File: config.mk
export PLATFORM = sky130hd
export DESIGN_NAME = charge_session_controller_top_flat
export DESIGN_NICKNAME = d
export VERILOG_FILES = /design/src/rtl/csc_pkg.sv /design/src/rtl/csc_ifs.sv /design/src/rtl/csc_step.sv /design/src/rtl/charge_session_controller_top.sv /design/src/flat_wrapper.sv
export SDC_FILE = /design/constraint.sdc
export NUM_CORES = 1
export LEC_CHECK = 0
export BUFFER_PORTS_ARGS = -buffer_cell sky130_fd_sc_hd__buf_4
export CELL_PAD_IN_SITES_DETAIL_PLACEMENT = 0
export CELL_PAD_IN_SITES_GLOBAL_PLACEMENT = 1
export CORE_UTILIZATION = 37
export CTS_CLUSTER_DIAMETER = 30
export DETAILED_ROUTE_END_ITERATION = 10
export PLACE_DENSITY_LB_ADDON = 0.3
export SYNTH_ARGS = -nofsm -noshare
export SYNTH_HDL_FRONTEND = slang
export SYNTH_SLANG_ARGS = --single-unit
File: constraint.sdc
create_clock -name clk -period 3.35 [get_ports clk]
set_input_delay 0.67 -clock clk [delete_from_list [all_inputs] [get_ports clk]]
set_output_delay 0.67 -clock clk [all_outputs]
set_load 0.01 [all_outputs]
File: src/rtl/csc_pkg.sv
// Shared types, codes and helpers of the charging-point session controller.
// No dependencies; every other file imports this package.
`timescale 1ns / 1ps

package csc_pkg;

	localparam int HOLD_W     = 16;
	localparam int CUR_W      = 16;
	localparam int CFG_IDX_W  = 8;
	localparam int CODE_W     = 4;

	// Register indexes of the configuration port
	localparam logic [CFG_IDX_W-1:0] REG_DENY_HOLD  = 8'd0;
	localparam logic [CFG_IDX_W-1:0] REG_AUTH_HOLD  = 8'd1;
	localparam logic [CFG_IDX_W-1:0] REG_STAGE_HOLD = 8'd2;
	localparam logic [CFG_IDX_W-1:0] REG_SHORT_HOLD = 8'd3;

	localparam logic [HOLD_W-1:0] DENY_HOLD_RST  = 16'd1000;
	localparam logic [HOLD_W-1:0] AUTH_HOLD_RST  = 16'd1100;
	localparam logic [HOLD_W-1:0] STAGE_HOLD_RST = 16'd5000;
	localparam logic [HOLD_W-1:0] SHORT_HOLD_RST = 16'd10;

	// Main session state, one-hot
	typedef enum logic [9:0] {
		ST_UNKNOWN = 10'b00_0000_0001,
		ST_INIT    = 10'b00_0000_0010,
		ST_IDLE    = 10'b00_0000_0100,
		ST_PREP    = 10'b00_0000_1000,
		ST_PRECHG  = 10'b00_0001_0000,
		ST_CHARGE  = 10'b00_0010_0000,
		ST_STOP    = 10'b00_0100_0000,
		ST_FINISH  = 10'b00_1000_0000,
		ST_WAIT    = 10'b01_0000_0000,
		ST_ERROR   = 10'b10_0000_0000
	} main_state_t;

	// Reported state codes
	localparam logic [CODE_W-1:0] CODE_UNKNOWN = 4'd0;
	localparam logic [CODE_W-1:0] CODE_INIT    = 4'd1;
	localparam logic [CODE_W-1:0] CODE_IDLE    = 4'd2;
	localparam logic [CODE_W-1:0] CODE_PREP    = 4'd3;
	localparam logic [CODE_W-1:0] CODE_PRECHG  = 4'd4;
	localparam logic [CODE_W-1:0] CODE_CHARGE  = 4'd5;
	localparam logic [CODE_W-1:0] CODE_STOP    = 4'd6;
	localparam logic [CODE_W-1:0] CODE_FINISH  = 4'd7;
	localparam logic [CODE_W-1:0] CODE_WAIT    = 4'd8;
	localparam logic [CODE_W-1:0] CODE_ERROR   = 4'd9;

	typedef enum logic [3:0] {
		SS_START     = 4'd0,
		SS_AUTH_IDLE = 4'd1,
		SS_PREP      = 4'd2,
		SS_RELAY_ON  = 4'd3,
		SS_SENSED    = 4'd4,
		SS_NO_CURR   = 4'd5,
		SS_EV_DONE   = 4'd6,
		SS_RELAY_OFF = 4'd7,
		SS_AUTH_RUN  = 4'd8,
		SS_USER_STOP = 4'd9,
		SS_EV_FINAL  = 4'd10
	} sub_step_t;

	typedef enum logic [1:0] {
		EV_NONE   = 2'd0,
		EV_READER = 2'd1,
		EV_DENIED = 2'd2,
		EV_AUTH   = 2'd3
	} rfid_ev_t;

	typedef enum logic [3:0] {
		PIX_BLANK   = 4'd0,
		PIX_IDLE    = 4'd1,
		PIX_DENIED  = 4'd2,
		PIX_AUTH    = 4'd3,
		PIX_PREP    = 4'd4,
		PIX_PRECHG  = 4'd5,
		PIX_CHARGE  = 4'd6,
		PIX_STOPPED = 4'd7,
		PIX_FINISH  = 4'd8
	} pixel_t;

	typedef enum logic [1:0] {
		BUZ_OFF    = 2'd0,
		BUZ_DENIED = 2'd1,
		BUZ_AUTH   = 2'd2
	} buzzer_t;

	typedef struct packed {
		main_state_t        main;
		main_state_t        resume;
		sub_step_t          sub;
		logic [HOLD_W-1:0]  wait_rem;
		rfid_ev_t           pending;
		pixel_t             pixel;
		buzzer_t            buzzer;
		logic               relay;
		logic               scan;
	} csc_state_t;

	typedef struct packed {
		logic [HOLD_W-1:0] deny;
		logic [HOLD_W-1:0] auth;
		logic [HOLD_W-1:0] stage;
		logic [HOLD_W-1:0] brief;
	} csc_holds_t;

	// Map the one-hot main state to its reported code
	function automatic logic [CODE_W-1:0] state_code(main_state_t s);
		logic [CODE_W-1:0] c;
		case (s)
			ST_UNKNOWN: c = CODE_UNKNOWN;
			ST_INIT:    c = CODE_INIT;
			ST_IDLE:    c = CODE_IDLE;
			ST_PREP:    c = CODE_PREP;
			ST_PRECHG:  c = CODE_PRECHG;
			ST_CHARGE:  c = CODE_CHARGE;
			ST_STOP:    c = CODE_STOP;
			ST_FINISH:  c = CODE_FINISH;
			ST_WAIT:    c = CODE_WAIT;
			ST_ERROR:   c = CODE_ERROR;
			default:    c = CODE_UNKNOWN;
		endcase
		return c;
	endfunction

endpackage

File: src/rtl/csc_ifs.sv
// Valid/ready channel interfaces: tick input, result output, register writes.
// Depends on csc_pkg.
`timescale 1ns / 1ps

interface csc_in_if import csc_pkg::*; ();
	logic                    valid;
	logic                    ready;
	logic [1:0]              rfid_event;
	logic signed [CUR_W-1:0] load_current;

	modport source (output valid, rfid_event, load_current, input ready);
	modport sink (input valid, rfid_event, load_current, output ready);
endinterface

interface csc_out_if import csc_pkg::*; ();
	logic              valid;
	logic              ready;
	logic              relay_on;
	logic              scan_enable;
	logic [3:0]        pixel_code;
	logic [1:0]        buzzer_code;
	logic [CODE_W-1:0] session_state;
	logic              pixel_restart;

	modport source (output valid, relay_on, scan_enable, pixel_code, buzzer_code,
		session_state, pixel_restart, input ready);
	modport sink (input valid, relay_on, scan_enable, pixel_code, buzzer_code,
		session_state, pixel_restart, output ready);
endinterface

interface csc_cfg_if import csc_pkg::*; ();
	logic                 valid;
	logic                 ready;
	logic [CFG_IDX_W-1:0] index;
	logic [HOLD_W-1:0]    data;

	modport source (output valid, index, data, input ready);
	modport sink (input valid, index, data, output ready);
endinterface

File: src/rtl/csc_step.sv
// Next-state logic of the session controller for one millisecond tick.
// Depends on csc_pkg.
`timescale 1ns / 1ps

module csc_step import csc_pkg::*; (
	input  csc_state_t              cur_st,
	input  csc_holds_t              holds,
	input  logic [1:0]              rfid_event,
	input  logic signed [CUR_W-1:0] load_current,
	output csc_state_t              nxt_st,
	output logic                    restart
);

	logic     cur_zero;
	logic     cur_pos;
	rfid_ev_t pend;

	assign cur_zero = (load_current == '0);
	assign cur_pos  = !cur_zero && !load_current[CUR_W-1];
	// Latch a new reader status before evaluating the state
	assign pend     = (rfid_event != EV_NONE) ? rfid_ev_t'(rfid_event) : cur_st.pending;

	always_comb begin
		nxt_st         = cur_st;
		nxt_st.pending = pend;
		restart        = 1'b0;
		case (cur_st.main)
			ST_ERROR: begin
			end
			ST_UNKNOWN: begin
				if (pend == EV_READER)
					nxt_st.main = ST_INIT;
			end
			ST_INIT: begin
				nxt_st.main  = ST_IDLE;
				nxt_st.relay = 1'b0;
				nxt_st.scan  = 1'b1;
				nxt_st.sub   = SS_START;
			end
			ST_IDLE: begin
				if (pend == EV_DENIED) begin
					nxt_st.pixel    = PIX_DENIED;
					nxt_st.buzzer   = BUZ_DENIED;
					nxt_st.resume   = ST_IDLE;
					nxt_st.main     = ST_WAIT;
					nxt_st.wait_rem = holds.deny;
					nxt_st.pending  = EV_NONE;
				end else if (pend == EV_AUTH) begin
					nxt_st.pixel    = PIX_AUTH;
					nxt_st.buzzer   = BUZ_AUTH;
					nxt_st.sub      = SS_AUTH_IDLE;
					nxt_st.resume   = ST_PREP;
					nxt_st.main     = ST_WAIT;
					nxt_st.wait_rem = holds.auth;
					nxt_st.pending  = EV_NONE;
				end else begin
					nxt_st.pixel = PIX_IDLE;
				end
			end
			ST_PREP: begin
				nxt_st.pixel    = PIX_PREP;
				nxt_st.scan     = 1'b0;
				nxt_st.sub      = SS_PREP;
				nxt_st.resume   = ST_PRECHG;
				nxt_st.main     = ST_WAIT;
				nxt_st.wait_rem = holds.stage;
				nxt_st.pending  = EV_NONE;
			end
			ST_PRECHG: begin
				if (cur_st.sub == SS_PREP) begin
					// Close the contactor and give the load time to draw current
					nxt_st.pixel    = PIX_PRECHG;
					nxt_st.sub      = SS_RELAY_ON;
					nxt_st.resume   = ST_PRECHG;
					nxt_st.main     = ST_WAIT;
					nxt_st.wait_rem = holds.stage;
					nxt_st.pending  = EV_NONE;
					nxt_st.relay    = 1'b1;
				end else if (cur_st.sub == SS_RELAY_ON) begin
					if (!cur_zero) begin
						nxt_st.sub      = SS_SENSED;
						nxt_st.resume   = ST_CHARGE;
						nxt_st.main     = ST_WAIT;
						nxt_st.wait_rem = holds.brief;
						nxt_st.pending  = EV_NONE;
						restart         = 1'b1;
					end else begin
						nxt_st.relay = 1'b0;
						nxt_st.main  = ST_INIT;
						nxt_st.sub   = SS_NO_CURR;
					end
				end
			end
			ST_CHARGE: begin
				nxt_st.scan = 1'b1;
				if (cur_zero) begin
					if (cur_st.sub == SS_SENSED) begin
						nxt_st.sub      = SS_EV_DONE;
						nxt_st.pixel    = PIX_PRECHG;
						nxt_st.resume   = ST_CHARGE;
						nxt_st.main     = ST_WAIT;
						nxt_st.wait_rem = holds.stage;
					end else if (cur_st.sub == SS_EV_DONE) begin
						nxt_st.relay    = 1'b0;
						nxt_st.sub      = SS_RELAY_OFF;
						nxt_st.resume   = ST_FINISH;
						nxt_st.main     = ST_WAIT;
						nxt_st.wait_rem = holds.brief;
					end
				end else if (cur_pos) begin
					nxt_st.pixel = PIX_CHARGE;
					if (pend == EV_DENIED) begin
						nxt_st.pixel    = PIX_DENIED;
						nxt_st.buzzer   = BUZ_DENIED;
						nxt_st.resume   = ST_CHARGE;
						nxt_st.main     = ST_WAIT;
						nxt_st.wait_rem = holds.deny;
						nxt_st.pending  = EV_NONE;
					end else if (pend == EV_AUTH) begin
						// Card presented while charging: user stop
						nxt_st.sub      = SS_AUTH_RUN;
						restart         = 1'b1;
						nxt_st.pixel    = PIX_AUTH;
						nxt_st.buzzer   = BUZ_AUTH;
						nxt_st.resume   = ST_STOP;
						nxt_st.main     = ST_WAIT;
						nxt_st.wait_rem = holds.auth;
						nxt_st.pending  = EV_NONE;
						nxt_st.relay    = 1'b0;
					end
				end
			end
			ST_STOP: begin
				nxt_st.pixel = PIX_STOPPED;
				nxt_st.scan  = 1'b0;
				if (cur_st.sub == SS_AUTH_RUN) begin
					nxt_st.sub      = SS_USER_STOP;
					nxt_st.resume   = ST_INIT;
					nxt_st.main     = ST_WAIT;
					nxt_st.wait_rem = holds.stage;
				end
			end
			ST_FINISH: begin
				nxt_st.pixel = PIX_FINISH;
				if (cur_st.sub == SS_RELAY_OFF) begin
					nxt_st.sub      = SS_EV_FINAL;
					nxt_st.resume   = ST_INIT;
					nxt_st.main     = ST_WAIT;
					nxt_st.wait_rem = holds.stage;
				end
			end
			ST_WAIT: begin
				// Count the hold down, then blank the indicators and resume
				if (cur_st.wait_rem > HOLD_W'(1)) begin
					nxt_st.wait_rem = cur_st.wait_rem - HOLD_W'(1);
				end else begin
					nxt_st.wait_rem = '0;
					nxt_st.main     = cur_st.resume;
					nxt_st.pixel    = PIX_BLANK;
					nxt_st.buzzer   = BUZ_OFF;
				end
			end
			default: begin
				nxt_st.main = ST_UNKNOWN;
			end
		endcase
	end

endmodule

File: src/rtl/charge_session_controller_top.sv
// Charging-point session controller: input register, tick logic, result register.
// Depends on csc_pkg, csc_ifs and csc_step.
// A tick passes through the input register, the tick logic and the result register.
// Throughput: one tick per cycle while the result side is ready.
// Reset (arst_n low, asynchronous): unknown state, indicators blank, contactor open,
// scanning off, holds at their default values, both registers empty.
`timescale 1ns / 1ps

module charge_session_controller_top import csc_pkg::*; (
	input  logic   clk,
	input  logic   arst_n,
	csc_in_if.sink    in_ch,
	csc_out_if.source out_ch,
	csc_cfg_if.sink   cfg
);

	csc_state_t              st_q;
	csc_state_t              st_nxt;
	csc_holds_t              holds_q;
	logic                    restart;

	logic                    valid_s1;
	logic [1:0]              rfid_s1;
	logic signed [CUR_W-1:0] cur_s1;

	logic                    valid_s2;
	logic                    relay_s2;
	logic                    scan_s2;
	logic [3:0]              pixel_s2;
	logic [1:0]              buzzer_s2;
	logic [CODE_W-1:0]       state_s2;
	logic                    restart_s2;

	logic                    advance;

	// Move a beat into the result register when it is empty or being drained
	assign advance     = valid_s1 && (!valid_s2 || out_ch.ready);
	assign in_ch.ready = !valid_s1 || advance;
	assign cfg.ready   = 1'b1;

	// Hold registers
	always_ff @(posedge clk or negedge arst_n) begin
		if (!arst_n) begin
			holds_q.deny  <= DENY_HOLD_RST;
			holds_q.auth  <= AUTH_HOLD_RST;
			holds_q.stage <= STAGE_HOLD_RST;
			holds_q.brief <= SHORT_HOLD_RST;
		end else if (cfg.valid) begin
			case (cfg.index)
				REG_DENY_HOLD:  holds_q.deny  <= cfg.data;
				REG_AUTH_HOLD:  holds_q.auth  <= cfg.data;
				REG_STAGE_HOLD: holds_q.stage <= cfg.data;
				REG_SHORT_HOLD: holds_q.brief <= cfg.data;
				default: begin
				end
			endcase
		end
	end

	// Input register
	always_ff @(posedge clk or negedge arst_n) begin
		if (!arst_n) begin
			valid_s1 <= 1'b0;
		end else if (in_ch.ready) begin
			valid_s1 <= in_ch.valid;
		end
	end

	always_ff @(posedge clk) begin
		if (in_ch.valid && in_ch.ready) begin
			rfid_s1 <= in_ch.rfid_event;
			cur_s1  <= in_ch.load_current;
		end
	end

	csc_step u_step (
		.cur_st       (st_q),
		.holds        (holds_q),
		.rfid_event   (rfid_s1),
		.load_current (cur_s1),
		.nxt_st       (st_nxt),
		.restart      (restart)
	);

	// Controller state advances once per tick
	always_ff @(posedge clk or negedge arst_n) begin
		if (!arst_n) begin
			st_q.main     <= ST_UNKNOWN;
			st_q.resume   <= ST_UNKNOWN;
			st_q.sub      <= SS_START;
			st_q.wait_rem <= '0;
			st_q.pending  <= EV_NONE;
			st_q.pixel    <= PIX_BLANK;
			st_q.buzzer   <= BUZ_OFF;
			st_q.relay    <= 1'b0;
			st_q.scan     <= 1'b0;
		end else if (advance) begin
			st_q <= st_nxt;
		end
	end

	// Result register
	always_ff @(posedge clk or negedge arst_n) begin
		if (!arst_n) begin
			valid_s2 <= 1'b0;
		end else if (advance) begin
			valid_s2 <= 1'b1;
		end else if (out_ch.ready) begin
			valid_s2 <= 1'b0;
		end
	end

	always_ff @(posedge clk) begin
		if (advance) begin
			relay_s2   <= st_nxt.relay;
			scan_s2    <= st_nxt.scan;
			pixel_s2   <= st_nxt.pixel;
			buzzer_s2  <= st_nxt.buzzer;
			state_s2   <= state_code(st_nxt.main);
			restart_s2 <= restart;
		end
	end

	assign out_ch.valid         = valid_s2;
	assign out_ch.relay_on      = relay_s2;
	assign out_ch.scan_enable   = scan_s2;
	assign out_ch.pixel_code    = pixel_s2;
	assign out_ch.buzzer_code   = buzzer_s2;
	assign out_ch.session_state = state_s2;
	assign out_ch.pixel_restart = restart_s2;

endmodule

File: src/flat_wrapper.sv
// flat-port wrapper written by rule: the top's interface ports become plain ports
module charge_session_controller_top_flat import csc_pkg::*;
  (clk, arst_n, in_ch_valid, in_ch_rfid_event, in_ch_load_current, in_ch_ready, out_ch_valid, out_ch_relay_on, out_ch_scan_enable, out_ch_pixel_code, out_ch_buzzer_code, out_ch_session_state, out_ch_pixel_restart, out_ch_ready, cfg_valid, cfg_index, cfg_data, cfg_ready);
  csc_in_if in_ch_i ();
  csc_out_if out_ch_i ();
  csc_cfg_if cfg_i ();
  input  logic clk;
  input  logic arst_n;
  input wire logic [$bits(in_ch_i.valid)-1:0] in_ch_valid;
  input wire logic [$bits(in_ch_i.rfid_event)-1:0] in_ch_rfid_event;
  input wire logic [$bits(in_ch_i.load_current)-1:0] in_ch_load_current;
  output wire logic [$bits(in_ch_i.ready)-1:0] in_ch_ready;
  output wire logic [$bits(out_ch_i.valid)-1:0] out_ch_valid;
  output wire logic [$bits(out_ch_i.relay_on)-1:0] out_ch_relay_on;
  output wire logic [$bits(out_ch_i.scan_enable)-1:0] out_ch_scan_enable;
  output wire logic [$bits(out_ch_i.pixel_code)-1:0] out_ch_pixel_code;
  output wire logic [$bits(out_ch_i.buzzer_code)-1:0] out_ch_buzzer_code;
  output wire logic [$bits(out_ch_i.session_state)-1:0] out_ch_session_state;
  output wire logic [$bits(out_ch_i.pixel_restart)-1:0] out_ch_pixel_restart;
  input wire logic [$bits(out_ch_i.ready)-1:0] out_ch_ready;
  input wire logic [$bits(cfg_i.valid)-1:0] cfg_valid;
  input wire logic [$bits(cfg_i.index)-1:0] cfg_index;
  input wire logic [$bits(cfg_i.data)-1:0] cfg_data;
  output wire logic [$bits(cfg_i.ready)-1:0] cfg_ready;
  assign in_ch_i.valid = in_ch_valid;
  assign in_ch_i.rfid_event = in_ch_rfid_event;
  assign in_ch_i.load_current = in_ch_load_current;
  assign in_ch_ready = in_ch_i.ready;
  assign out_ch_valid = out_ch_i.valid;
  assign out_ch_relay_on = out_ch_i.relay_on;
  assign out_ch_scan_enable = out_ch_i.scan_enable;
  assign out_ch_pixel_code = out_ch_i.pixel_code;
  assign out_ch_buzzer_code = out_ch_i.buzzer_code;
  assign out_ch_session_state = out_ch_i.session_state;
  assign out_ch_pixel_restart = out_ch_i.pixel_restart;
  assign out_ch_i.ready = out_ch_ready;
  assign cfg_i.valid = cfg_valid;
  assign cfg_i.index = cfg_index;
  assign cfg_i.data = cfg_data;
  assign cfg_ready = cfg_i.ready;
  charge_session_controller_top u_core (.clk(clk), .arst_n(arst_n), .in_ch(in_ch_i), .out_ch(out_ch_i), .cfg(cfg_i));
endmodule
==> run metrics, run 1 <==
status finished, violations left; failing checks DRC; top post-synthesis cells by area dfrtp_1 28%, edfxtp_1 11%, mux2_2 8.3%; footprint of the multi-input gates 4294 sq um; Post-DRT Antenna Nets 0; FF-to-FF Start u_core.st_q[46]; clock tree buffer depth 2; asr flop ratio synth 0.7862; CP max FO 31; row count 54; Power Density 588.1 nW/um^2; Bufs and invs on worst path 2; Initial Util 0.3818; layout cell share with drive strength beyond 1 0.2870; global-route wire length before repair 39220 um; warning count from the yosys run 0; crit start category flop; # diodes 0; FF+latch count, synth 145; largest net degree at the start of global routing 66; grt ovf 0; Synth Flop Type dfrtp_1; CTS Buf Count 17; Arr. time, crit path 3240 ps; clock transition at the registers of the reported paths 60 ps; H-tree depth 4; Post-synth EDFFs 31; Period minus WS final 2933 ps; commonest non-fill, non-tap cell in the layout buf_4; Max Cap Viol 0; final WL 25160 um; Gate Count Post-Synth 821; clk sinks 145; antenna violations before repair 0; Register Area 3807 sq um; worst skew pair latency 430 ps; Port Buffer Count 61; Max stage delay on crit path 530 ps; vias in the first global route 6708; initial drt markers 653; NetSw 2.025 mW; wire length per cell 21.09 um; Max-slew headroom 0.4872; hold buffer count at cts 0; Tcrit/Tclk final 0.8756; Crit Reg-Reg Endpoint u_core.st_q[21]; GRT Util Overall 0.2200; dpl hpwl 18150 um; RSZ-0062 raised after global routing no; Worst Skew 9.198 ps; Synth Cell Area 8409 sq um; Avg Inst Size Synth 10.24 sq um; peak supply drop 0.0003369 V; final count of negative-setup-slack endpoints 0; Combinational Power Share 0.291; Crit path max-delay family simple AND/OR/NAND/NOR gates; Tot Pwr 5.855 mW; CTS tree yes; Max Transition Viols Final 0; post-cts sizing count 0; dpl cells 1161; CP max-delay cell or2_1; Synth cell types 91; fmax 0.3409 GHz; Seq/Total Area, Yosys 0.4528; setup TNS 0 ps; flop2flop setup slack 420 ps; critical path endpoint category flop; cell count of the worst reg-to-reg path 8; Layout area overhead 18.38%; Die W 152.8 um; final RePlAce weighted congestion 0.9273; Lkg Pwr 4.180 nW; die area 23330 sq um; top cell type's share of synthesized area 0.2827; DRT Pass-1 Iters 10; vias per inst 5.834; IO Pins 63; Yosys top cell by area dfrtp_1; Via Count 6960; Post-Layout Cell Count 1193; nets@finish 949; Syn Nets 870; WS Path Type flop to flop; Root Driver clkbuf_16; CP most frequent cell buf_4; CP Data Required Time 3660 ps; Die Height 152.8 um; final hold vios 0; sequential power share 0.381; Core Area 22030 sq um; worst min path class input port to asynchronous set/reset pin; post-CTS setup buffer count 0; fill count 2103; Sw Share 0.3458; Remaining DRCs 1; Clock power frac 0.327; Cell Int Power 3.830 mW; most frequent cells in the layout 111 x buf_4, 95 x dfrtp_1, 69 x nand2_1; crit-path cells buf_4 > nor2b_2 > o311ai_1 > a211oi_1 > or2_1 > o211ai_2 > buf_4 > mux2_1; worst-margin pin slew 762.2 ps
-- area by class of cell --
type / count / share of cell area
multi-input combinational: 613 / 0.4314
tap: 280 / 0.03519
clock buffer: 23 / 0.05015
inverter: 10 / 0.003771
sequential: 145 / 0.3825
clock inverter: 9 / 0.009301
timing repair buffer: 113 / 0.08773
-- sequential cells by signal (all words and copies together), names as in the netlist --
name / flops
u_core.cur_s1: 16
u_core.holds_q: 64
u_core.out_ch.buzzer_code: 2
u_core.out_ch.pixel_code: 4
u_core.out_ch.pixel_restart: 1
u_core.out_ch.relay_on: 1
u_core.out_ch.scan_enable: 1
u_core.out_ch.session_state: 4
u_core.out_ch.valid: 1
u_core.rfid_s1: 2
u_core.st_q: 48
u_core.valid_s1: 1
-- per-stage QoR --
step / cell area [sq um] / utilization / setup WS [ps] / hold slack (ps)
5_1_grt: 9955 / 0.4519 / 294.4 / 67.01
6_report: 9955 / 0.4519 / 416.6 / 66.67
2_1_floorplan: 8409 / - / 698.0 / 374.4
3_3_place_gp: 9363 / 0.4251 / 531.6 / 462.8
3_5_place_dp: 9363 / 0.4251 / 466.9 / 467.4
4_1_cts: 9955 / 0.4519 / 471.3 / 56.37
-- per-layer routing --
metal	vias to the layer above	GRT usage	routed length [um]
met5	-	0	0
met4	0	0.07985	592
met3	38	0.04067	1441
met2	229	0.3399	11390
met1	3436	0.3071	11730
li1	3257	-	-
-- worst reg2reg max path, cell delays in order, from the launching register on --
cell	delay, ps
dfrtp_1	470
buf_4	200
nor2b_2	270
o311ai_1	160
a211oi_1	460
or2_1	530
o211ai_2	120
buf_4	250
mux2_1	350
-- power by group through the flow --
stage	clock [mW]	sequential, mW	combinational [mW]
floorplan	0	2.16	1.19
global placement	0	2.26	1.68
detailed placement	0	2.26	1.68
CTS	1.96	2.23	1.69
global route	2.02	2.26	1.86
finish	1.92	2.23	1.70
-- worst max path at each step --
stage,startpoint,to,cells after the start
5_1_grt,u_core.st_q[46],u_core.out_ch.pixel_code[0],8
3_3_place_gp,u_core.cur_s1[2],u_core.st_q[34],8
4_1_cts,u_core.cur_s1[2],u_core.st_q[31],8
6_report,u_core.st_q[46],u_core.st_q[21],8
3_5_place_dp,u_core.st_q[46],u_core.st_q[21],8
2_1_floorplan,cfg_index[4],u_core.holds_q[58],5
-- logic make-up after synthesis --
logic type,Yosys count,synth area share
XOR/XNOR,14,0.01458
multiplexers,89,0.1198
other,1,0.0004459
AO/OA/AOI/OAI,221,0.1818
adder cells (fa/ha/maj),2,0.002975
buffers and inverters,63,0.03660
flip-flops,145,0.4528
AND/OR/NAND/NOR,286,0.1910
-- synthesized netlist by cell type, types with 5 or more instances --
library cell and number:
a211oi_1 17, a21o_1 10, a21oi_1 42, a221oi_1 9, a22o_1 5, a22oi_1 5
a31oi_1 7, a32o_1 5, and2_1 7, and3_1 5, buf_2 21, buf_4 6
clkbuf_1 21, dfrtp_1 95, dfstp_2 19, edfxtp_1 31, inv_1 9, mux2_1 11
mux2_2 62, mux2_4 5, mux2i_1 11, nand2_1 69, nand2b_1 9, nand3_1 15
nand3b_1 7, nand4_1 8, nor2_1 59, nor2b_1 16, nor3_1 23, nor4_1 16
o211ai_1 10, o21ai_0 40, o21ai_1 19, o2bb2ai_1 7, o31ai_1 5, xnor2_1 5
xor2_1 9
Note: power is estimated with default switching activity, not from simulation.
==> run 2, diff against run 1 <==
- CORE_UTILIZATION: 37 -> 48
==> run 2 against run 1 <==
Effect of this change:
- the run now ends clean
- final area shrank 0.73%
- via count grew 2.7%
- clock power is essentially flat
- routed wire length grew 2.7%
- sequential share of layout area grew 0.28 points
- critical path type unchanged
- highest routed layer unchanged
==> run metrics, run 2 (synthesized netlist as in run 1, its figures left out) <==
most frequent cells in the layout 109 x buf_4, 95 x dfrtp_1, 69 x nand2_1; clock tree buffer depth 2; # diodes 0; layout cell share with drive strength beyond 1 0.2843; post-CTS setup buffer count 0; Final Core Density 0.5753; fill count 1513; Port Buffer Count 61; crit start category flop; RSZ-0062 raised after global routing no; global-route wire length before repair 40610 um; Max Transition Viols Final 0; cell count of the worst reg-to-reg path 8; CP max-delay cell dfrtp_1; hold buffer count at cts 0; antenna violations before repair 0; Initial Util 0.4896; Max-slew headroom 0.4181; Max Cap Viol 0; Die Height 134.4 um; final hold vios 0; Worst Skew 10.35 ps; Remaining DRCs 0; crit-path cells o21ai_0 > o311ai_1 > a211oi_1 > or2_1 > o211ai_2 > buf_4 > nor2_1 > a22o_1; clock transition at the registers of the reported paths 60 ps; commonest non-fill, non-tap cell in the layout buf_4; crit path capture u_core.st_q[10]; nets@finish 947; initial drt markers 586; critical path endpoint category flop; wire length per cell 22.74 um; post-cts sizing count 0; Arr. time, crit path 3240 ps; Core Area 17180 sq um; dpl hpwl 18900 um; Period minus WS final 2933 ps; Bufs and invs on worst path 1; clk sinks 145; WS Path Type flop to flop; top flop regs u_core.holds_q x64, u_core.st_q x48, u_core.cur_s1 x16; row count 48; Hold Slack 343.3 ps; setup TNS 0 ps; largest net degree at the start of global routing 60; FF-to-FF Start u_core.st_q[45]; worst min path class input port to asynchronous set/reset pin; CTS tree yes; final RePlAce weighted congestion 0.9318; CP max FO 16; vias in the first global route 7041; Power Density 596.7 nW/um^2; Tcrit/Tclk final 0.8755; worst-margin pin slew 860.8 ps; Top reg by flops u_core.holds_q; Crit Reg-Reg Endpoint u_core.st_q[10]; Layout area overhead 17.51%; CP Depth 8; Largest register FFs 64; Worst Setup SP u_core.st_q[45]; final WL 25840 um; CTS Buf Count 17; IO Pins 63; Lkg Pwr 4.172 nW; grt ovf 0; peak supply drop 0.0003820 V; die area 18050 sq um; Tot Pwr 5.897 mW; GRT Util Overall 0.3001; DRT Pass-1 Iters 5; Via Count 7146; Post-DRT Antenna Nets 0; final count of negative-setup-slack endpoints 0; worst skew pair latency 430 ps; Max stage delay on crit path 750 ps; fmax 0.3409 GHz; flop2flop setup slack 420 ps; Crit path max-delay family compound AO/OA/AOI/OAI gates; H-tree depth 4; Die W 134.4 um; status finished clean; vias per inst 6.290; CP Data Required Time 3660 ps; Root Driver clkbuf_16
[run 2: cell count changes in the layout (fill, tap and decap cells not counted), sizes merged]
cell    delta
buf        -2
bufinv     +1
clkinv     +3
clkbuf     -1
inv        -3
[run 2: power breakdown]
part / switching, mW / leakage [nW] / internal [mW] / total [mW]
registers: 0.216 / 1.79 / 2.02 / 2.24
clock network: 0.772 / 0.292 / 1.17 / 1.94
logic: 1.05 / 2.09 / 0.671 / 1.72
[run 2: worst min path at each step]
stage	start	endpoint	slack (ps)	cells after the start
floorplan	arst_n	u_core.holds_q[0]	370	0
global placement	u_core.holds_q[62]	u_core.holds_q[62]	470	1
detailed placement	u_core.holds_q[59]	u_core.holds_q[59]	470	1
CTS	arst_n	u_core.holds_q[37]	370	1
global route	arst_n	u_core.holds_q[32]	400	1
finish	arst_n	u_core.holds_q[48]	340	1
[run 2: layout make-up]
type                            count  area (sq um)  share of cell area
Tap cell                          225         281.5             0.02849
Timing Repair Buffer              111         858.3             0.08686
Sequential cell                   145          3807              0.3853
Clock buffer                       22         475.5             0.04811
Clock inverter                     10         127.6             0.01291
Inverter                           10         37.54            0.003798
Multi-Input combinational cell    613          4294              0.4345
[run 2: routing by layer]
metal	vias up	share of wire	routed length [um]	track usage
met5	-	0	0	0
met4	0	0.016	405	0.08552
met3	29	0.070	1805	0.06576
met2	287	0.46	11800	0.4600
met1	3575	0.46	11830	0.4264
li1	3255	-	-	-
[run 2: worst register-to-register path, cell delays in order, from the launching register on]
cell and delay (ps):
dfrtp_1 750, o21ai_0 240, o311ai_1 170, a211oi_1 200, or2_1 310, o211ai_2 610
buf_4 290, nor2_1 60, a22o_1 190
[run 2: through the flow]
stage	cell area [sq um]	setup WS, ps	cells
6_report	9882	416.9	1136
2_1_floorplan	8409	698.0	821
5_1_grt	9882	208.3	1136
3_5_place_dp	9279	475.0	1104
4_1_cts	9882	455.1	1136
3_3_place_gp	9279	565.3	1104
==> run 3, diff against run 2 <==
- clock period: 3.35 -> 2.8 ns (I/O delays scaled with it)
==> run 3 against run 2 <==
Effect of this change:
- core utilization rose by 2.6 points
- clock power rose by 19%
- clock skew barely moved
- sequential share of layout area fell by 1.7 points
- combinational power rose by 35%
- critical path depth rose by 1
- final cell count rose by 4.5%
- total power rose by 24%
- final area rose by 4.6%
- non-clock buffer count rose by 51
- largest power group unchanged
==> run metrics, run 3 (synthesized netlist as in run 1, its figures left out) <==
status finished clean; Cell Int Power 4.729 mW; WL met2 12280 um; Final Worst Setup Slack 75.29 ps; Sw Share 0.3525; RSZ-0062 raised after global routing yes; Combinational Power Share 0.318; # diodes 0; Max-slew headroom 0.4916; Die Height 134.4 um; Clock power frac 0.316; antenna violations before repair 0; Lkg Pwr 4.425 nW; CP max-delay cell or4_4; wire length on met3 1633 um; grt ovf 0; nets@finish 998; FF-to-FF Start u_core.st_q[46]; Remaining DRCs 0; wire length per cell 22.16 um; Tot Pwr 7.304 mW; CTS Buf Count 17; clk sinks 145; GRT Util Overall 0.3045; final hold vios 0; Port Buffer Count 61; Max Cap Viol 0; fmax 0.3670 GHz; Max stage delay on crit path 560 ps; Tcrit/Tclk final 0.9731; CP most frequent cell buf_4; final count of negative-setup-slack endpoints 0; M1 wire length 11700 um; flop2flop setup slack 80 ps; clock transition at the registers of the reported paths 70 ps; Post-DRT Antenna Nets 0; row count 48; initial drt markers 701; footprint of the multi-input gates 4342 sq um; Power Density 706.6 nW/um^2; cell count of the worst reg-to-reg path 9; fill count 1487; worst-margin pin slew 762.6 ps; CP Depth 9; crit-path cells buf_4 > or4b_1 > or4_4 > buf_4 > nor2_4 > or2_2 > o21ai_1 > o311ai_1 > mux2_1; clock tree buffer depth 2; Register Area 3810 sq um; WS Path Type flop to flop; CTS tree yes; vias per inst 6.268; crit start category flop; layout cell share with drive strength beyond 1 0.3316; Initial Util 0.4896; Root Driver clkbuf_16; Top reg by flops u_core.holds_q; final WL 26300 um; largest net degree at the start of global routing 55; DRT Pass-1 Iters 6; Via Count 7440; CP Data Required Time 3160 ps; worst skew pair latency 430 ps; Worst Setup SP u_core.st_q[46]; IO Pins 63; Worst Skew 10.69 ps; crit path capture u_core.st_q[21]; critical path endpoint category flop; final RePlAce weighted congestion 0.9316; setup TNS 0 ps; Bufs and invs on worst path 2; vias in the first global route 7376; sequential power share 0.366; Crit path max-delay family simple AND/OR/NAND/NOR gates; most frequent cells in the layout 156 x buf_4, 93 x dfrtp_1, 69 x nand2_1; H-tree depth 4; top flop regs u_core.holds_q x64, u_core.st_q x48, u_core.cur_s1 x16; Layout area overhead 22.91%; dpl hpwl 19480 um; Die W 134.4 um; Largest register FFs 64; die area 18050 sq um; Period minus WS final 2725 ps; Crit Reg-Reg Endpoint u_core.st_q[21]; Arr. time, crit path 3080 ps; post-CTS setup buffer count 0; Core Area 17180 sq um; dpl ws 14.83 ps; NetSw 2.575 mW; Max Transition Viols Final 0; peak supply drop 0.0004230 V; worst min path class input port to asynchronous set/reset pin; commonest non-fill, non-tap cell in the layout buf_4; DR top layer met4; CP max FO 7; global-route wire length before repair 41780 um
## run 3: cell type report
type                            count  share of cell area
Clock inverter                     14             0.01489
Tap cell                          225             0.02724
Clock buffer                       18             0.04152
Timing Repair Buffer              162              0.1241
Sequential cell                   145              0.3686
Multi-Input combinational cell    613              0.4200
Inverter                           10            0.003632
## run 3: worst min path at each step
stage,from,end,cells past startpoint
floorplan,arst_n,u_core.holds_q[0],0
global placement,u_core.holds_q[62],u_core.holds_q[62],1
detailed placement,u_core.holds_q[62],u_core.holds_q[62],1
CTS,arst_n,u_core.st_q[6],1
global route,arst_n,u_core.holds_q[52],1
finish,arst_n,u_core.holds_q[52],1
## run 3: stage by stage
| step | cells | util | instance area, sq um | hold slack, ps |
|---|---|---|---|---|
| floorplan | 821 | - | 8409 | 264.4 |
| global placement | 1155 | 0.5647 | 9699 | 463.1 |
| detailed placement | 1155 | 0.5647 | 9699 | 468.5 |
| CTS | 1187 | 0.5993 | 10290 | 158.4 |
| global route | 1187 | 0.6018 | 10340 | 185.7 |
| finish | 1187 | 0.6018 | 10340 | 148.2 |
## run 3: power groups by stage
stage	combinational [mW]	clock, mW	sequential, mW
6_report	2.32	2.31	2.67
5_1_grt	2.50	2.40	2.70
4_1_cts	2.27	2.33	2.66
3_5_place_dp	2.25	0	2.69
3_3_place_gp	2.21	0	2.68
2_1_floorplan	1.42	0	2.59
## run 3: per-layer routing
layer	global-route usage	vias to the layer above
met3	0.04044	61
met1	0.4278	3694
met2	0.4827	324
met4	0.1067	0
li1	-	3361
met5	0	-
## run 3: what timing repair did
action                     CTS  global route
resized for setup            2             9
setup endpoints to repair    1            22
hold buffers                 0             0
